`config.mk`:
```
export PLATFORM = sky130hd
export DESIGN_NAME = linear_adsr_envelope
export DESIGN_NICKNAME = d
export VERILOG_FILES = /design/src/rtl/core/lae_pkg.sv /design/src/rtl/core/lae_mul.sv /design/src/rtl/core/lae_div.sv /design/src/rtl/core/linear_adsr_envelope.sv
export SDC_FILE = /design/constraint.sdc
export NUM_CORES = 1
export LEC_CHECK = 0
export ABC_AREA = 1
export BUFFER_PORTS_ARGS = -buffer_cell sky130_fd_sc_hd__buf_2
export CAP_MARGIN = 20
export CORE_UTILIZATION = 42
export DETAILED_ROUTE_END_ITERATION = 8
export GPL_TIMING_DRIVEN = 0
export PLACE_DENSITY = 0.63
export REMOVE_ABC_BUFFERS = 1
export SYNTH_ARGS = -nofsm -noshare
export SYNTH_HDL_FRONTEND = slang
export SYNTH_SLANG_ARGS = --single-unit
```
`constraint.sdc`:
```
create_clock -name clk_i -period 5.1 [get_ports clk_i]
set_input_delay 0.255 -clock clk_i [delete_from_list [all_inputs] [get_ports clk_i]]
set_output_delay 0.255 -clock clk_i [all_outputs]
set_load 0.02 [all_outputs]
```
`src/rtl/core/lae_pkg.sv`:
```
`timescale 1ns / 1ps
// Shared constants for the linear ADSR envelope: widths, command, phase and register codes.
package lae_pkg;

  localparam int LEN_W = 24;
  localparam int CMD_W = 2;
  localparam int PHASE_W = 3;
  localparam int CFG_IDX_W = 3;

  localparam logic [CMD_W-1:0] CMD_TICK  = 2'd0;
  localparam logic [CMD_W-1:0] CMD_ON    = 2'd1;
  localparam logic [CMD_W-1:0] CMD_OFF   = 2'd2;
  localparam logic [CMD_W-1:0] CMD_STEAL = 2'd3;

  localparam logic [PHASE_W-1:0] PH_IDLE    = 3'd0;
  localparam logic [PHASE_W-1:0] PH_ATTACK  = 3'd1;
  localparam logic [PHASE_W-1:0] PH_DECAY   = 3'd2;
  localparam logic [PHASE_W-1:0] PH_SUSTAIN = 3'd3;
  localparam logic [PHASE_W-1:0] PH_RELEASE = 3'd4;
  localparam logic [PHASE_W-1:0] PH_STOLEN  = 3'd5;

  localparam logic [CFG_IDX_W-1:0] REG_ATTACK  = 3'd0;
  localparam logic [CFG_IDX_W-1:0] REG_DECAY   = 3'd1;
  localparam logic [CFG_IDX_W-1:0] REG_SUSTAIN = 3'd2;
  localparam logic [CFG_IDX_W-1:0] REG_RELEASE = 3'd3;
  localparam logic [CFG_IDX_W-1:0] REG_STEAL   = 3'd4;

  localparam logic [LEN_W-1:0] STEAL_LEN_RESET = 24'd100;

endpackage

```
`src/rtl/core/lae_mul.sv`:
```
`timescale 1ns / 1ps
// Bit-serial shift-add multiplier: level-wide multiplicand times a segment-length-wide multiplier.
module lae_mul #(
  parameter int LVL_W = 17
) (
  input  logic                                  clk_i,
  input  logic                                  rst_ni,
  input  logic                                  start_i,
  input  logic [LVL_W-1:0]                      mcand_i,
  input  logic [lae_pkg::LEN_W-1:0]             mplier_i,
  output logic [LVL_W+lae_pkg::LEN_W-1:0]       product_o,
  output logic                                  done_o
);
  import lae_pkg::*;

  localparam int PROD_W = LVL_W + LEN_W;
  localparam int CNT_W = $clog2(LEN_W + 1);

  logic [CNT_W-1:0]  cnt_q, cnt_d;
  logic              done_q, done_d;
  logic [PROD_W-1:0] acc_q, acc_d;
  logic [LEN_W-1:0]  mpl_q, mpl_d;
  logic [LVL_W-1:0]  mcand_q, mcand_d;

  // MSB first: acc = 2*acc + bit*mcand
  always_comb begin
    cnt_d   = cnt_q;
    acc_d   = acc_q;
    mpl_d   = mpl_q;
    mcand_d = mcand_q;
    done_d  = 1'b0;
    if (start_i) begin
      cnt_d   = CNT_W'(LEN_W);
      acc_d   = '0;
      mpl_d   = mplier_i;
      mcand_d = mcand_i;
    end else if (cnt_q != '0) begin
      acc_d  = (acc_q << 1) + (mpl_q[LEN_W-1] ? PROD_W'(mcand_q) : '0);
      mpl_d  = mpl_q << 1;
      cnt_d  = cnt_q - 1'b1;
      done_d = (cnt_q == CNT_W'(1));
    end
  end

  always_ff @(posedge clk_i or negedge rst_ni) begin
    if (!rst_ni) begin
      cnt_q  <= '0;
      done_q <= 1'b0;
    end else begin
      cnt_q  <= cnt_d;
      done_q <= done_d;
    end
  end

  always_ff @(posedge clk_i) begin
    acc_q   <= acc_d;
    mpl_q   <= mpl_d;
    mcand_q <= mcand_d;
  end

  assign product_o = acc_q;
  assign done_o    = done_q;

endmodule

```
`src/rtl/core/lae_div.sv`:
```
`timescale 1ns / 1ps
// Restoring bit-serial divider; quotient is known to fit in the level width.
module lae_div #(
  parameter int LVL_W = 17
) (
  input  logic                                  clk_i,
  input  logic                                  rst_ni,
  input  logic                                  start_i,
  input  logic [LVL_W+lae_pkg::LEN_W-1:0]       dividend_i,
  input  logic [lae_pkg::LEN_W-1:0]             divisor_i,
  output logic [LVL_W-1:0]                      quotient_o,
  output logic                                  done_o
);
  import lae_pkg::*;

  localparam int PROD_W = LVL_W + LEN_W;
  localparam int CNT_W = $clog2(LVL_W + 1);

  logic [CNT_W-1:0] cnt_q, cnt_d;
  logic             done_q, done_d;
  logic [LEN_W-1:0] rem_q, rem_d;
  logic [LVL_W-1:0] low_q, low_d;
  logic [LEN_W-1:0] dvs_q, dvs_d;
  logic [LEN_W:0]   trial;
  logic             fits;

  // upper part of the dividend is below the divisor, so LVL_W steps suffice
  assign trial = {rem_q, low_q[LVL_W-1]};
  assign fits  = (trial >= {1'b0, dvs_q});

  always_comb begin
    cnt_d  = cnt_q;
    rem_d  = rem_q;
    low_d  = low_q;
    dvs_d  = dvs_q;
    done_d = 1'b0;
    if (start_i) begin
      cnt_d = CNT_W'(LVL_W);
      rem_d = dividend_i[PROD_W-1:LVL_W];
      low_d = dividend_i[LVL_W-1:0];
      dvs_d = divisor_i;
    end else if (cnt_q != '0) begin
      rem_d  = fits ? LEN_W'(trial - {1'b0, dvs_q}) : trial[LEN_W-1:0];
      low_d  = {low_q[LVL_W-2:0], fits};
      cnt_d  = cnt_q - 1'b1;
      done_d = (cnt_q == CNT_W'(1));
    end
  end

  always_ff @(posedge clk_i or negedge rst_ni) begin
    if (!rst_ni) begin
      cnt_q  <= '0;
      done_q <= 1'b0;
    end else begin
      cnt_q  <= cnt_d;
      done_q <= done_d;
    end
  end

  always_ff @(posedge clk_i) begin
    rem_q <= rem_d;
    low_q <= low_d;
    dvs_q <= dvs_d;
  end

  assign quotient_o = low_q;
  assign done_o     = done_q;

endmodule

```
`src/rtl/core/linear_adsr_envelope.sv`:
```
`timescale 1ns / 1ps
// Linear ADSR envelope generator with quick-release phase, bit-serial ratio datapath.
// Timing: note on/off/steal take effect in the transfer cycle, give no result and leave the
//   input unstalled. A tick at a segment end or in idle/sustain passes through the evaluate and
//   output steps; a tick inside a ramp passes through evaluate, the 24-step serial multiply,
//   the (LEVEL_FRAC_BITS+1)-step serial divide and output.
// Throughput: one tick at a time; the next transfer is taken once the result is in the output
//   register, which may still wait on a stalled consumer.
// Reset: idle phase, level and segment start cleared, all lengths zero except quick release 100.
module linear_adsr_envelope #(
  parameter int COUNTER_BITS = 32,
  parameter int LEVEL_FRAC_BITS = 16,
  localparam int LVL_W = LEVEL_FRAC_BITS + 1,
  localparam int CFG_W = (lae_pkg::LEN_W > LVL_W) ? lae_pkg::LEN_W : LVL_W
) (
  input  logic                          clk_i,
  input  logic                          rst_ni,
  // configuration write port
  input  logic                          cfg_we_i,
  input  logic [lae_pkg::CFG_IDX_W-1:0] cfg_addr_i,
  input  logic [CFG_W-1:0]              cfg_data_i,
  // event input
  input  logic                          in_valid_i,
  output logic                          in_stall_o,
  input  logic [lae_pkg::CMD_W-1:0]     cmd_i,
  input  logic [COUNTER_BITS-1:0]       sample_counter_i,
  // result output
  output logic                          out_valid_o,
  input  logic                          out_stall_i,
  output logic [LVL_W-1:0]              level_o,
  output logic [lae_pkg::PHASE_W-1:0]   phase_now_o
);
  import lae_pkg::*;

  localparam int PROD_W = LVL_W + LEN_W;
  localparam int CMP_W = (COUNTER_BITS > LEN_W) ? COUNTER_BITS : LEN_W;
  localparam logic [LVL_W-1:0] LVL_ONE = {1'b1, {LEVEL_FRAC_BITS{1'b0}}};

  // sequencer codes
  localparam logic [2:0] S_IDLE = 3'd0;
  localparam logic [2:0] S_EVAL = 3'd1;
  localparam logic [2:0] S_MUL  = 3'd2;
  localparam logic [2:0] S_DIV  = 3'd3;
  localparam logic [2:0] S_OUT  = 3'd4;

  // control and architectural state
  logic [2:0]              state_q, state_d;
  logic [PHASE_W-1:0]      phase_q, phase_d;
  logic [COUNTER_BITS-1:0] seg_count_q, seg_count_d;
  logic [LVL_W-1:0]        seg_level_q, seg_level_d;
  logic [LVL_W-1:0]        cur_level_q, cur_level_d;
  logic [LEN_W-1:0]        attack_len_q, attack_len_d;
  logic [LEN_W-1:0]        decay_len_q, decay_len_d;
  logic [LVL_W-1:0]        sustain_q, sustain_d;
  logic [LEN_W-1:0]        release_len_q, release_len_d;
  logic [LEN_W-1:0]        steal_len_q, steal_len_d;
  logic                    out_valid_q, out_valid_d;

  // per-tick working registers
  logic [COUNTER_BITS-1:0] elapsed_q, elapsed_d;
  logic [COUNTER_BITS-1:0] count_q, count_d;
  logic [LVL_W-1:0]        base_q, base_d;
  logic [LEN_W-1:0]        len_q, len_d;
  logic [LVL_W-1:0]        res_level_q, res_level_d;
  logic [PHASE_W-1:0]      res_phase_q, res_phase_d;
  logic                    res_newseg_q, res_newseg_d;
  logic [LVL_W-1:0]        out_level_q, out_level_d;
  logic [PHASE_W-1:0]      out_phase_q, out_phase_d;

  logic [LVL_W-1:0]  sus;
  logic [LEN_W-1:0]  seg_len;
  logic [CMP_W-1:0]  elapsed_ext;
  logic              seg_done;
  logic [LEN_W-1:0]  remain;
  logic              mul_start, mul_done, div_start, div_done;
  logic [LVL_W-1:0]  mul_b;
  logic [LEN_W-1:0]  mul_n;
  logic [PROD_W-1:0] product;
  logic [LVL_W-1:0]  quotient;
  logic              out_load;

  // sustain settings above full scale act as full scale
  assign sus = (sustain_q > LVL_ONE) ? LVL_ONE : sustain_q;

  always_comb begin
    case (phase_q)
      PH_ATTACK:  seg_len = attack_len_q;
      PH_DECAY:   seg_len = decay_len_q;
      PH_RELEASE: seg_len = release_len_q;
      PH_STOLEN:  seg_len = steal_len_q;
      default:    seg_len = '0;
    endcase
  end

  // elapsed is below the length whenever a ramp is computed, so its low bits suffice
  assign elapsed_ext = CMP_W'(elapsed_q);
  assign seg_done    = (elapsed_ext >= CMP_W'(seg_len));
  assign remain      = seg_len - elapsed_ext[LEN_W-1:0];

  always_comb begin
    state_d       = state_q;
    phase_d       = phase_q;
    seg_count_d   = seg_count_q;
    seg_level_d   = seg_level_q;
    cur_level_d   = cur_level_q;
    attack_len_d  = attack_len_q;
    decay_len_d   = decay_len_q;
    sustain_d     = sustain_q;
    release_len_d = release_len_q;
    steal_len_d   = steal_len_q;
    elapsed_d     = elapsed_q;
    count_d       = count_q;
    base_d        = base_q;
    len_d         = len_q;
    res_level_d   = res_level_q;
    res_phase_d   = res_phase_q;
    res_newseg_d  = res_newseg_q;
    out_level_d   = out_level_q;
    out_phase_d   = out_phase_q;
    mul_start     = 1'b0;
    mul_b         = '0;
    mul_n         = '0;
    div_start     = 1'b0;
    out_load      = 1'b0;

    if (cfg_we_i) begin
      case (cfg_addr_i)
        REG_ATTACK:  attack_len_d  = cfg_data_i[LEN_W-1:0];
        REG_DECAY:   decay_len_d   = cfg_data_i[LEN_W-1:0];
        REG_SUSTAIN: sustain_d     = cfg_data_i[LVL_W-1:0];
        REG_RELEASE: release_len_d = cfg_data_i[LEN_W-1:0];
        REG_STEAL:   steal_len_d   = cfg_data_i[LEN_W-1:0];
        default: ;
      endcase
    end

    case (state_q)
      S_IDLE: begin
        if (in_valid_i) begin
          // note on, off and steal restart a segment from the present level
          case (cmd_i)
            CMD_ON: begin
              phase_d     = PH_ATTACK;
              seg_count_d = sample_counter_i;
              seg_level_d = cur_level_q;
            end
            CMD_OFF: begin
              phase_d     = PH_RELEASE;
              seg_count_d = sample_counter_i;
              seg_level_d = cur_level_q;
            end
            CMD_STEAL: begin
              phase_d     = PH_STOLEN;
              seg_count_d = sample_counter_i;
              seg_level_d = cur_level_q;
            end
            default: begin
              // tick: elapsed wraps with the counter
              elapsed_d = sample_counter_i - seg_count_q;
              count_d   = sample_counter_i;
              state_d   = S_EVAL;
            end
          endcase
        end
      end
      S_EVAL: begin
        res_newseg_d = 1'b0;
        state_d      = S_OUT;
        len_d        = seg_len;
        case (phase_q)
          PH_SUSTAIN: begin
            res_level_d = sus;
            res_phase_d = PH_SUSTAIN;
          end
          PH_ATTACK: begin
            if (seg_done) begin
              res_level_d  = LVL_ONE;
              res_phase_d  = PH_DECAY;
              res_newseg_d = 1'b1;
            end else begin
              // start + (1 - start) * e / L
              base_d      = seg_level_q;
              mul_b       = LVL_ONE - seg_level_q;
              mul_n       = elapsed_ext[LEN_W-1:0];
              mul_start   = 1'b1;
              res_phase_d = PH_ATTACK;
              state_d     = S_MUL;
            end
          end
          PH_DECAY: begin
            if (seg_done) begin
              res_level_d = sus;
              res_phase_d = PH_SUSTAIN;
            end else begin
              // sus + (1 - sus) * (L - e) / L
              base_d      = sus;
              mul_b       = LVL_ONE - sus;
              mul_n       = remain;
              mul_start   = 1'b1;
              res_phase_d = PH_DECAY;
              state_d     = S_MUL;
            end
          end
          PH_RELEASE, PH_STOLEN: begin
            if (seg_done) begin
              res_level_d = '0;
              res_phase_d = PH_IDLE;
            end else begin
              // start * (L - e) / L
              base_d      = '0;
              mul_b       = seg_level_q;
              mul_n       = remain;
              mul_start   = 1'b1;
              res_phase_d = phase_q;
              state_d     = S_MUL;
            end
          end
          default: begin
            res_level_d = '0;
            res_phase_d = PH_IDLE;
          end
        endcase
      end
      S_MUL: begin
        if (mul_done) begin
          div_start = 1'b1;
          state_d   = S_DIV;
        end
      end
      S_DIV: begin
        if (div_done) begin
          res_level_d = base_q + quotient;
          state_d     = S_OUT;
        end
      end
      S_OUT: begin
        // commit state and hand the result over once the output register frees up
        if (!out_valid_q || !out_stall_i) begin
          out_load    = 1'b1;
          cur_level_d = res_level_q;
          phase_d     = res_phase_q;
          if (res_newseg_q) begin
            seg_count_d = count_q;
          end
          out_level_d = res_level_q;
          out_phase_d = res_phase_q;
          state_d     = S_IDLE;
        end
      end
      default: begin
        state_d = S_IDLE;
      end
    endcase

    out_valid_d = out_valid_q && out_stall_i;
    if (out_load) begin
      out_valid_d = 1'b1;
    end
  end

  lae_mul #(
    .LVL_W(LVL_W)
  ) u_mul (
    .clk_i    (clk_i),
    .rst_ni   (rst_ni),
    .start_i  (mul_start),
    .mcand_i  (mul_b),
    .mplier_i (mul_n),
    .product_o(product),
    .done_o   (mul_done)
  );

  lae_div #(
    .LVL_W(LVL_W)
  ) u_div (
    .clk_i     (clk_i),
    .rst_ni    (rst_ni),
    .start_i   (div_start),
    .dividend_i(product),
    .divisor_i (len_q),
    .quotient_o(quotient),
    .done_o    (div_done)
  );

  always_ff @(posedge clk_i or negedge rst_ni) begin
    if (!rst_ni) begin
      state_q       <= S_IDLE;
      phase_q       <= PH_IDLE;
      seg_count_q   <= '0;
      seg_level_q   <= '0;
      cur_level_q   <= '0;
      attack_len_q  <= '0;
      decay_len_q   <= '0;
      sustain_q     <= '0;
      release_len_q <= '0;
      steal_len_q   <= STEAL_LEN_RESET;
      out_valid_q   <= 1'b0;
    end else begin
      state_q       <= state_d;
      phase_q       <= phase_d;
      seg_count_q   <= seg_count_d;
      seg_level_q   <= seg_level_d;
      cur_level_q   <= cur_level_d;
      attack_len_q  <= attack_len_d;
      decay_len_q   <= decay_len_d;
      sustain_q     <= sustain_d;
      release_len_q <= release_len_d;
      steal_len_q   <= steal_len_d;
      out_valid_q   <= out_valid_d;
    end
  end

  always_ff @(posedge clk_i) begin
    elapsed_q    <= elapsed_d;
    count_q      <= count_d;
    base_q       <= base_d;
    len_q        <= len_d;
    res_level_q  <= res_level_d;
    res_phase_q  <= res_phase_d;
    res_newseg_q <= res_newseg_d;
    out_level_q  <= out_level_d;
    out_phase_q  <= out_phase_d;
  end

  assign in_stall_o  = (state_q != S_IDLE);
  assign out_valid_o = out_valid_q;
  assign level_o     = out_level_q;
  assign phase_now_o = out_phase_q;

`ifndef ASSERT_OFF
  a_level_in_range: assert property (@(posedge clk_i) disable iff (!rst_ni)
    cur_level_q <= LVL_ONE)
    else $error("envelope level above full scale");

  a_mul_done_in_mul: assert property (@(posedge clk_i) disable iff (!rst_ni)
    mul_done |-> state_q == S_MUL)
    else $error("multiplier finished outside the multiply step");

  a_div_done_in_div: assert property (@(posedge clk_i) disable iff (!rst_ni)
    div_done |-> state_q == S_DIV)
    else $error("divider finished outside the divide step");

  a_idle_is_silent: assert property (@(posedge clk_i) disable iff (!rst_ni)
    out_valid_o && phase_now_o == PH_IDLE |-> level_o == '0)
    else $error("idle result with nonzero level");

  a_out_free_loads: assert property (@(posedge clk_i) disable iff (!rst_ni)
    state_q == S_OUT && !out_valid_q |=> out_valid_q && state_q == S_IDLE)
    else $error("finished tick not handed to a free output register");
`endif

endmodule
```
==> out/metrics.csv <==
stage,metric,value,unit
cells_and_area,layout cells sized above 1,0.0755,
min_path,Hold Crit Start,cfg_data_i[8],
timing,Final Max Slew Viols,0,
route,remaining antenna violation count after routing,0,
setup_path,Required @ worst endpoint,5480,ps
synth,Synth Instances,3438,
cells_and_area,Nets,3788,
global_routing,vias in the first global route,22431,
min_path,Hold Path End,sustain_q[8],
cells_and_area,fin util,0.493,
power_and_ir_drop,maximum vdd ir drop,0.333,mV
timing,unrepaired setup endpoints after global routing,false,
cells_and_area,Layout Cells excl Fill,4481,
timing,Slew @ Worst Pin,1030,ps
floorplanning,io pins,88,
clocking,cts bufs inserted,54,
timing,worst relative slew slack,0.311,
min_path,WHS Path Cells,3,
setup_path,Setup crit start kind,flip-flop,
clocking,Clk Tree Root Cell,clkbuf_16,
clocking,worst-case clock buffer depth,3,
timing,final worst path period share,0.958,
cells_and_area,multi-input logic area,13000,µm²
synth,Post-synth top cells,"nand2_1, inv_1, nor2_1",
clocking,Clock Sinks,491,
synth,Post-synth EDFFs,252,
synth,Yosys warnings,0,
run,max cap viols,0,
setup_path,worst-path cell chain,inv_1 -> nor2_2 -> inv_1 -> nor2_4 -> buf_16 -> a22o_1 -> nor2_2 -> ha_1 -> a21oi_1 -> o21ai_0 -> nand2_1 -> nand2_1 -> nor2_1 -> nand3_4 -> inv_6 -> nand3_4 -> nand3_2 -> clkinvlp_4 -> buf_12,
floorplanning,row count,94,
clocking,CTS tree,yes,
synth,"Seq/Total Area, Yosys",0.475,
placement,I/O Buffers,87,
route,vias,23735,
run_status,outcome,finished clean,
global_routing,largest net degree at the start of global routing,112,
synth,"top cells by area, synth","edfxtp_1, dfrtp_1, nand2_1",
setup_path,Setup crit start,phase_q[2],
setup_path,internal reg-to-reg setup slack,220,ps
setup_path,CP Max Fanout,17,
route,Via density,5.30,
setup_path,Worst R2R Path Depth,19,
placement,hpwl dp,57400,µm
synth,top_reg_cell synth,edfxtp_1,
synth,"count leader, synth",nand2_1,
min_path,HP Class,input port to flip-flop,
floorplanning,area of the core,66000,µm²
timing,WHS,21.4,ps
synth,mapped cell area,28100,µm²
timing,fmax,205,MHz
timing,worst clock skew,18.9,ps
floorplanning,die area,68000,µm²
setup_path,reg2reg start,phase_q[2],
route,1st-iter DRT viols,2038,
global_routing,gr usage total,0.231,
floorplanning,Die Y,261,µm
cells_and_area,Filler cells,6241,
global_routing,global-route wire length before repair,124000,µm
setup_path,crit path kind,flip-flop to flip-flop,
power_and_ir_drop,pwr/cell area,591,nW/µm²
route,drt pass-1 iters,5,
route,Avg WL per Cell,17.7,µm
placement,Inst Count DP,4314,
floorplanning,Die X,261,µm
synth,Synth Register Bits,491,
global_routing,initial antenna violation count,4,
timing,Final Hold Viols,0,
setup_path,CP max stage delay,470,ps
synth,area share of the largest cell type after synthesis,0.269,
synth,"FFs w/ async S/R, synth",0.403,
cells_and_area,Synth-to-Final Area Change,15.6,%
clocking,CTS H-Tree Depth,2,
power_and_ir_drop,Overall Power,19200,µW
timing,fin crit period,4880,ps
power_and_ir_drop,Pleak,0.0151,µW
setup_path,Worst setup EP type,flip-flop,
setup_path,CP Data Arrival Time,5270,ps
route,Residual DRC,0,
clocking,clk slew on worst S/H paths,60,ps
clocking,worst-skew pair later-pin latency,620,ps
timing,setup total negative slack,0,ps
synth,post-synth cell types,58,
global_routing,grt total ovfl,0,
floorplanning,Initial Util,0.426,
setup_path,CP max-delay cell,dfrtp_2,
synth,syn_area_per_cell,8.18,µm²
cells_and_area,register area,13300,µm²
setup_path,reg2reg end,res_level_q[5],
route,Routed WL,79200,µm
synth,"area leader, netlist",edfxtp_1,
placement,gpl congestion,0.930,
timing,Final Setup Violations,0,
metal layers:
layer	part of all wire	up-vias	global-route usage	routed length, µm
met1	0.46	11116	0.323	36100
met4	0.028	4	0.0757	2250
met2	0.46	701	0.369	36100
li1	-	11779	-	-
met3	0.060	135	0.0314	4720
met5	0.00035	-	0	28
power by group:
part           internal [µW]  total [µW]  switching, µW
sequential              5700        6580            882
combinational           2860        8440           5570
clock                   2480        4190           1710
worst max path at each step:
stage / end / slack, ps / depth (start not counted)
detailed placement: u_mul.mpl_q[9] / -2380 / 16
finish: res_level_q[5] / 220 / 19
CTS: res_level_q[7] / 60 / 21
global placement: u_mul.mcand_q[7] / -3950 / 15
floorplan: u_div.cnt_q[0] / -610 / 7
global route: res_level_q[9] / 20 / 21
critical path, delay by kind of cell (launching register included):
| kind | cells | cell delay (ps) |
|---|---|---|
| compound gates | 3 | 510 |
| fa+ha+maj | 1 | 350 |
| buf+inv | 6 | 1260 |
| flops | 1 | 470 |
| simple gates | 9 | 2010 |
timing repair:
item	in CTS	in global routing
hold endpoints to repair	220	0
gates resized for setup	15	8
pin swaps	2	4
endpoints found under the setup margin	169	102
gates cloned	2	3
hold buffers	56	0
buffers inserted	1	2
area by class of cell:
class / count / share of cell area
multi-input combinational: 2429 / 0.399
timing repair buffer: 172 / 0.0493
antenna: 1 / 0.0000770
inverter: 423 / 0.0493
sequential: 491 / 0.411
tap: 864 / 0.0333
clock buffer: 65 / 0.0441
clock inverter: 36 / 0.0144
state kept, by name, indices dropped and copies added, names as in the netlist, 17 cells and up:
name,cells
seg_count_q,32
level_o,17
u_mul.mpl_q,24
decay_len_q,24
u_div.quotient_o,17
u_mul.mcand_q,17
res_level_q,17
count_q,32
attack_len_q,24
seg_level_q,17
steal_len_q,24
release_len_q,24
u_mul.product_o,41
u_div.dvs_q,24
sustain_q,17
cur_level_q,17
u_div.rem_q,24
len_q,24
elapsed_ext,32
base_q,17
logic make-up (layout without fill, tap and decap cells):
family / after synthesis / in the layout / share of synthesized area
xor gates and xnor gates: 83 / 83 / 0.0259
adders and majority gates: 151 / 151 / 0.0685
AOI/OAI and AO/OA: 654 / 654 / 0.133
other: 0 / 1 / 0
and+or+nand+nor: 1536 / 1541 / 0.225
DFF: 491 / 491 / 0.475
buffers and inverters: 523 / 696 / 0.0722
per-stage QoR:
| step | instance area [µm²] | setup slack [ps] |
|---|---|---|
| 6_report | 32500 | 217 |
| 5_1_grt | 32500 | 21.0 |
| 4_1_cts | 32400 | 65.0 |
| 3_5_place_dp | 29800 | -2380 |
| 3_3_place_gp | 29200 | -3950 |
| 2_1_floorplan | 27700 | -612 |
layout by cell type, fill, tap and decap left out, types with 56 or more instances in the layout:
cell	n
dfrtp_1	194
nand2_1	863
dlygate4sd3_1	56
ha_1	146
buf_2	86
nor2_1	345
edfxtp_1	252
a21oi_1	195
o21ai_0	258
inv_1	410
nand3_1	159
Note: power is estimated with default switching activity, not from simulation.
